## config.mk

```make
export PLATFORM = sky130hd
export DESIGN_NAME = rrb_queue
export DESIGN_NICKNAME = d
export VERILOG_FILES = /design/src/design/rrb_pkg.sv /design/src/design/rrb_queue.sv
export SDC_FILE = /design/constraint.sdc
export NUM_CORES = 1
export LEC_CHECK = 0
export BUFFER_PORTS_ARGS = -buffer_cell sky130_fd_sc_hd__buf_2
export CELL_PAD_IN_SITES_DETAIL_PLACEMENT = 1
export CELL_PAD_IN_SITES_GLOBAL_PLACEMENT = 2
export CORE_MARGIN = 4
export CORE_UTILIZATION = 40
export DETAILED_ROUTE_END_ITERATION = 16
export PLACE_DENSITY_LB_ADDON = 0.3
export SYNTH_ARGS = -nofsm -noshare
export SYNTH_HDL_FRONTEND = slang
export SYNTH_SLANG_ARGS = --single-unit
```

## constraint.sdc

```tcl
create_clock -name clk -period 3.8 [get_ports clk]
set_clock_uncertainty 0.15 [all_clocks]
set_input_delay 0.57 -clock clk [delete_from_list [all_inputs] [get_ports clk]]
set_output_delay 0.57 -clock clk [all_outputs]
set_load 0.01 [all_outputs]
```

## src/design/rrb_pkg.sv

```systemverilog
// ----------------------------------------------------------------------------
// rrb_pkg
// Shared types and constants for the retransmit ring buffer core.
// ----------------------------------------------------------------------------
package rrb_pkg;

    localparam int BUF_SIZE    = 4096;
    localparam int PTR_W       = $clog2(BUF_SIZE);
    localparam int MAX_BURST   = 16;
    localparam int QUEUE_DEPTH = 2;
    localparam int QIDX_W      = (QUEUE_DEPTH > 1) ? $clog2(QUEUE_DEPTH) : 1;
    localparam int QCNT_W      = $clog2(QUEUE_DEPTH + 1);

    localparam logic [2:0] CMD_WRITE   = 3'd0;
    localparam logic [2:0] CMD_READ    = 3'd1;
    localparam logic [2:0] CMD_ADVANCE = 3'd2;
    localparam logic [2:0] CMD_REWIND  = 3'd3;
    localparam logic [2:0] CMD_FLUSH   = 3'd4;

    localparam logic [1:0] ST_OK        = 2'd0;
    localparam logic [1:0] ST_FULL      = 2'd1;
    localparam logic [1:0] ST_UNDERRUN  = 2'd2;
    localparam logic [1:0] ST_ACK_ERROR = 2'd3;

    typedef enum logic [2:0] {
        OP_WRITE,
        OP_READ,
        OP_ADVANCE,
        OP_REWIND,
        OP_FLUSH,
        OP_NOP
    } op_t;

    typedef enum logic {
        BK_IDLE,
        BK_READ
    } back_state_t;

    typedef struct packed {
        logic [2:0]  command;
        logic [7:0]  data_in;
        logic [4:0]  count;
        logic [11:0] ack_bytes;
    } cmd_t;

    typedef struct packed {
        logic [1:0]  status;
        logic [7:0]  data_out;
        logic        last;
        logic [11:0] free_space;
        logic [11:0] available;
        logic        empty_res;
    } res_t;

    typedef struct packed {
        op_t         op;
        logic [7:0]  data_in;
        logic [4:0]  count;
        logic [11:0] ack_bytes;
    } q_entry_t;

    typedef struct packed {
        logic full;
        logic empty;
    } q_stat_t;

endpackage

```

## src/design/rrb_queue.sv

```systemverilog
// ----------------------------------------------------------------------------
// rrb_queue
// Short command queue between the front and back parts.
// ----------------------------------------------------------------------------
module rrb_queue (
    input  logic              clk,
    input  logic              rst_n,
    input  logic              push,
    input  rrb_pkg::q_entry_t push_data,
    input  logic              pop,
    output rrb_pkg::q_entry_t pop_data,
    output rrb_pkg::q_stat_t  q_stat
);
    import rrb_pkg::*;

    q_entry_t            entry_reg [QUEUE_DEPTH];
    logic [QIDX_W-1:0]   wr_ptr_reg;
    logic [QIDX_W-1:0]   wr_ptr_next;
    logic [QIDX_W-1:0]   rd_ptr_reg;
    logic [QIDX_W-1:0]   rd_ptr_next;
    logic [QCNT_W-1:0]   fill_reg;
    logic [QCNT_W-1:0]   fill_next;

    always_comb
    begin
        wr_ptr_next = wr_ptr_reg;
        rd_ptr_next = rd_ptr_reg;
        fill_next   = fill_reg;
        if (push)
        begin
            wr_ptr_next = (wr_ptr_reg == QIDX_W'(QUEUE_DEPTH - 1)) ? '0 : wr_ptr_reg + 1'b1;
        end
        if (pop)
        begin
            rd_ptr_next = (rd_ptr_reg == QIDX_W'(QUEUE_DEPTH - 1)) ? '0 : rd_ptr_reg + 1'b1;
        end
        if (push && !pop)
        begin
            fill_next = fill_reg + 1'b1;
        end
        else if (pop && !push)
        begin
            fill_next = fill_reg - 1'b1;
        end
    end

    always_ff @(posedge clk or negedge rst_n)
    begin
        if (!rst_n)
        begin
            wr_ptr_reg <= '0;
            rd_ptr_reg <= '0;
            fill_reg   <= '0;
        end
        else
        begin
            wr_ptr_reg <= wr_ptr_next;
            rd_ptr_reg <= rd_ptr_next;
            fill_reg   <= fill_next;
        end
    end

    always_ff @(posedge clk)
    begin
        if (push)
        begin
            entry_reg[wr_ptr_reg] <= push_data;
        end
    end

    assign pop_data     = entry_reg[rd_ptr_reg];
    assign q_stat.full  = (fill_reg == QCNT_W'(QUEUE_DEPTH));
    assign q_stat.empty = (fill_reg == '0);

endmodule

```

# Word level (Yosys, flattened, before mapping)
# Memory sizes are Yosys's and may differ from the RTL's.
# Index checks and enable logic that the tools add are counted.
[totals]
reg_bits = 4
latchBits = 0
ramBits = 56
mem_bits_ro = 0
input_bits = 32
memories = 1
[classes]
add_sub_neg = 4
n_mul = 0
div_mod_pow = 0
n_lt_le_gt_ge = 0
eq_ne = 1
shift = 0
n_mux = 6
bitwise_logic = 0
reduce_logical = 6
[memory_table]
columns = ["memory", "depth", "width", "rd", "rd_ports_with_merged_regs", "wr", "line", "rtl"]
rows = [
  ["entry_reg", 2, 28, 1, 0, 1, "rrb_queue.sv:16", "q_entry_t entry_reg [QUEUE_DEPTH];"],
]
[op_table]
columns = ["operator", "n"]
rows = [
  ["2-to-1 mux 1 bit", 4],
  ["2-to-1 mux 2 bit", 2],
  ["adder 1 bit (second input constant)", 2],
  ["adder 2 x 1 -> 2 bit (second input constant)", 1],
  ["== test 2 bit (second input constant)", 1],
  ["logical AND 1 bit", 2],
  ["logical NOT 1 bit", 2],
  ["logical NOT 2 bit", 1],
  ["nonzero test 2 bit", 1],
  ["subtractor 2 x 1 -> 2 bit (second input constant)", 1],
]

# Longest topological paths before layout
[logic_depth]
ltp_word = 4
mapped_depth = 5
depth_no_buf = 5

# Least setup slack after synthesis
# No wires, ideal clock.
[synth_path]
kind = "input -> register"
from = "input push"
to = "memory entry_reg[0][0] (netlist bit), enable pin"
setup_ps = 416
t_arrival_ps = 1847
t_required_ps = 3234
setup_slack_ps = 1387
stages = 1
cell_sequence = "nor2b_1"
[synth_between]
elab_chain_len = 2
[synth_lines]
columns = ["item", "line", "rtl"]
rows = [
  ["from (decl)", "rrb_queue.sv:8", "input logic push,"],
  ["2-to-1 mux 1 bit", "rrb_queue.sv:65", "if (push)"],
  ["2-to-1 mux 1 bit (not written as such)", "rrb_queue.sv:67", "entry_reg[wr_ptr_reg] <= push_data;"],
  ["to (decl)", "rrb_queue.sv:16", ""],
]
# Every way passes these cells.

==> impl_metrics.env <==
export IMPL_status="complete, no violations"
export IMPL_setup_viol=0
export IMPL_largest_reg_flops=56
export IMPL_fp_dieW_um=83.1
export IMPL_grt_max_degree=29
export IMPL_maxSlewViolCount=0
export IMPL_grt_pass1_wl_um=6580
export IMPL_cts_sinks=60
export IMPL_rows=27
export IMPL_worstPathArrival_ps=1880
export IMPL_gp_congestion=0.647
export IMPL_via_per_inst=4.62
export IMPL_drc_errors=0
export IMPL_htree_levels=3
export IMPL_wl_per_cell_um=16.3
export IMPL_final_util=0.511
export IMPL_power_total_mw=1.98
export IMPL_final_common_cell="buf_2"
export IMPL_relSlewSlack=0.393
export IMPL_synth_nets=136
export IMPL_antenna_found_initial=0
export IMPL_postLayoutCellArea_mm2=0.00280
export IMPL_yosysUniqueCellTypes=14
export IMPL_insertion_delay_ps=320
export IMPL_synth_warnings=0
export IMPL_reg2reg_slack_ps=1890
export IMPL_dpl_cell_area_mm2=0.00264
export IMPL_layout_common_cells="buf_2 (61), edfxtp_1 (56), mux2_2 (18)"
export IMPL_overflow=0
export IMPL_rsz0062_at_grt="false"
export IMPL_post_route_period_util=0.684
export IMPL_cts_buffers=9
export IMPL_io_pins=62
export IMPL_area_growth_pct=24.0
export IMPL_grt_pass1_vias=1302
export IMPL_postCtsResizedCells=0
export IMPL_drt_first_pass_iters=4
export IMPL_min_path_type="in -> reg"
export IMPL_path_clk_slew_ps=60
export IMPL_fin_tns_setup_ps=0
export IMPL_vdd_drop_max_mv=0.320
export IMPL_ant_nets=0
export IMPL_synth_seq_cells=60
export IMPL_dieArea_mm2=0.00690
export IMPL_dp_hpwl_um=2880
export IMPL_drv_cap=0
export IMPL_finalHoldViolCount=0
export IMPL_root_buffer="clkbuf_8"
export IMPL_io_buffers=61
export IMPL_cts_tree="built"
export IMPL_cts_path_max_buffers=2
export IMPL_start_util=0.412
export IMPL_power_density_mw_per_mm2=707
export IMPL_tightest_slew_ps=911
export IMPL_seq_area_frac_synth=0.790
export IMPL_syn_mean_instance_area_um2=21.9
export IMPL_drive_gt1_frac=0.581
export IMPL_vias=1159
export IMPL_power_leakage_nw=1.11
export IMPL_drt_iter0_markers=101
export IMPL_netlist_area_mm2=0.00225
export IMPL_min_period_ps=2600
export IMPL_diodes=0
export IMPL_synth_cells=103
export IMPL_cts_setup_buffers=0
export IMPL_start_kind="flip-flop"
export IMPL_fmax_mhz=385
export IMPL_grt_usage=0.127
export IMPL_wirelength_um=4080
export IMPL_fin_nets=209
export IMPL_coreArea_mm2=0.00547
export IMPL_worst_setup_path_type="reg -> out"
export IMPL_end_kind="primary output"
export IMPL_die_h_um=83.1
export IMPL_path_max_fanout=19
export IMPL_critPathRequiredTime_ps=3080
-- per-stage QoR --
step / std cells / worst slack, ps / hold WS [ps]
finish: 251 / 1200 / 283
floorplan: 103 / 1390 / 124
global placement: 236 / 1550 / 232
global route: 251 / 1050 / 259
detailed placement: 236 / 1490 / 233
CTS: 251 / 1140 / 260
-- critical path: stages, from the launching register on --
cell     delay [ps]
dfrtp_1         620
buf_4           400
mux2_2          390
buf_2           140
-- cells in the mapped netlist --
| master | count | area share |
|---|---|---|
| buf_4 | 1 | 0.0033 |
| xor2_1 | 4 | 0.016 |
| buf_8 | 1 | 0.0067 |
| edfxtp_1 | 56 | 0.75 |
| ha_1 | 1 | 0.0055 |
| xnor2_1 | 1 | 0.0039 |
| nor2_1 | 2 | 0.0033 |
| and2_1 | 1 | 0.0028 |
| mux2_4 | 10 | 0.067 |
| dfrtp_1 | 4 | 0.044 |
| buf_6 | 1 | 0.0050 |
| mux2_2 | 18 | 0.090 |
| inv_1 | 1 | 0.0017 |
| nor2b_1 | 2 | 0.0055 |
-- cell type report --
class | count | area, um^2
clock buffer | 9 | 124
clock inverter | 5 | 21.3
fill | 555 | 2680
inverter | 1 | 3.75
multi-input combinational | 39 | 438
sequential | 60 | 1780
tap | 72 | 90.1
timing repair buffer | 65 | 338
-- per-layer routing --
metal / global-route usage / up-vias / routed length [um]
met1: 0.147 / 571 / 1710
met5: 0 / - / 0
met2: 0.204 / 42 / 2050
met4: 0.0758 / 0 / 83
met3: 0.0437 / 8 / 240
li1: - / 538 / -
-- cells by family after synthesis --
kind of cell,Yosys count,share of synthesized area
flops,60,0.790
fa+ha+maj,1,0.00555
simple gates,5,0.0117
buf+inv,4,0.0166
xor+xnor,5,0.0194
mux,28,0.156
-- timing repair --
item,4_1_cts,5_1_grt
hold buffers,1,0
endpoints found under the hold margin,4,0
endpoints found under the setup margin,0,0
-- path summary, 6_finish.rpt --
kind | startpoint | depth (start not counted) | endpoint
worst max-delay path | rd_ptr_reg | 3 | pop_data[12]
worst min-delay path | push_data[21] | 1 | entry_reg[0][21]
worst max register to register | wr_ptr_reg | 2 | entry_reg[1][13]
worst min register to register | wr_ptr_reg | 1 | wr_ptr_reg
max in group asynchronous | rst_n | 2 | rd_ptr_reg
min in group asynchronous | rst_n | 2 | fill_reg[1]
-- power by group --
group          switching (mW)  internal [mW]  total [mW]
Combinational           0.293          0.298       0.591
Clock                   0.219          0.220       0.439
Sequential             0.0636          0.883       0.946
Total                   0.576           1.40        1.98
(Power assumes the default switching activity.)
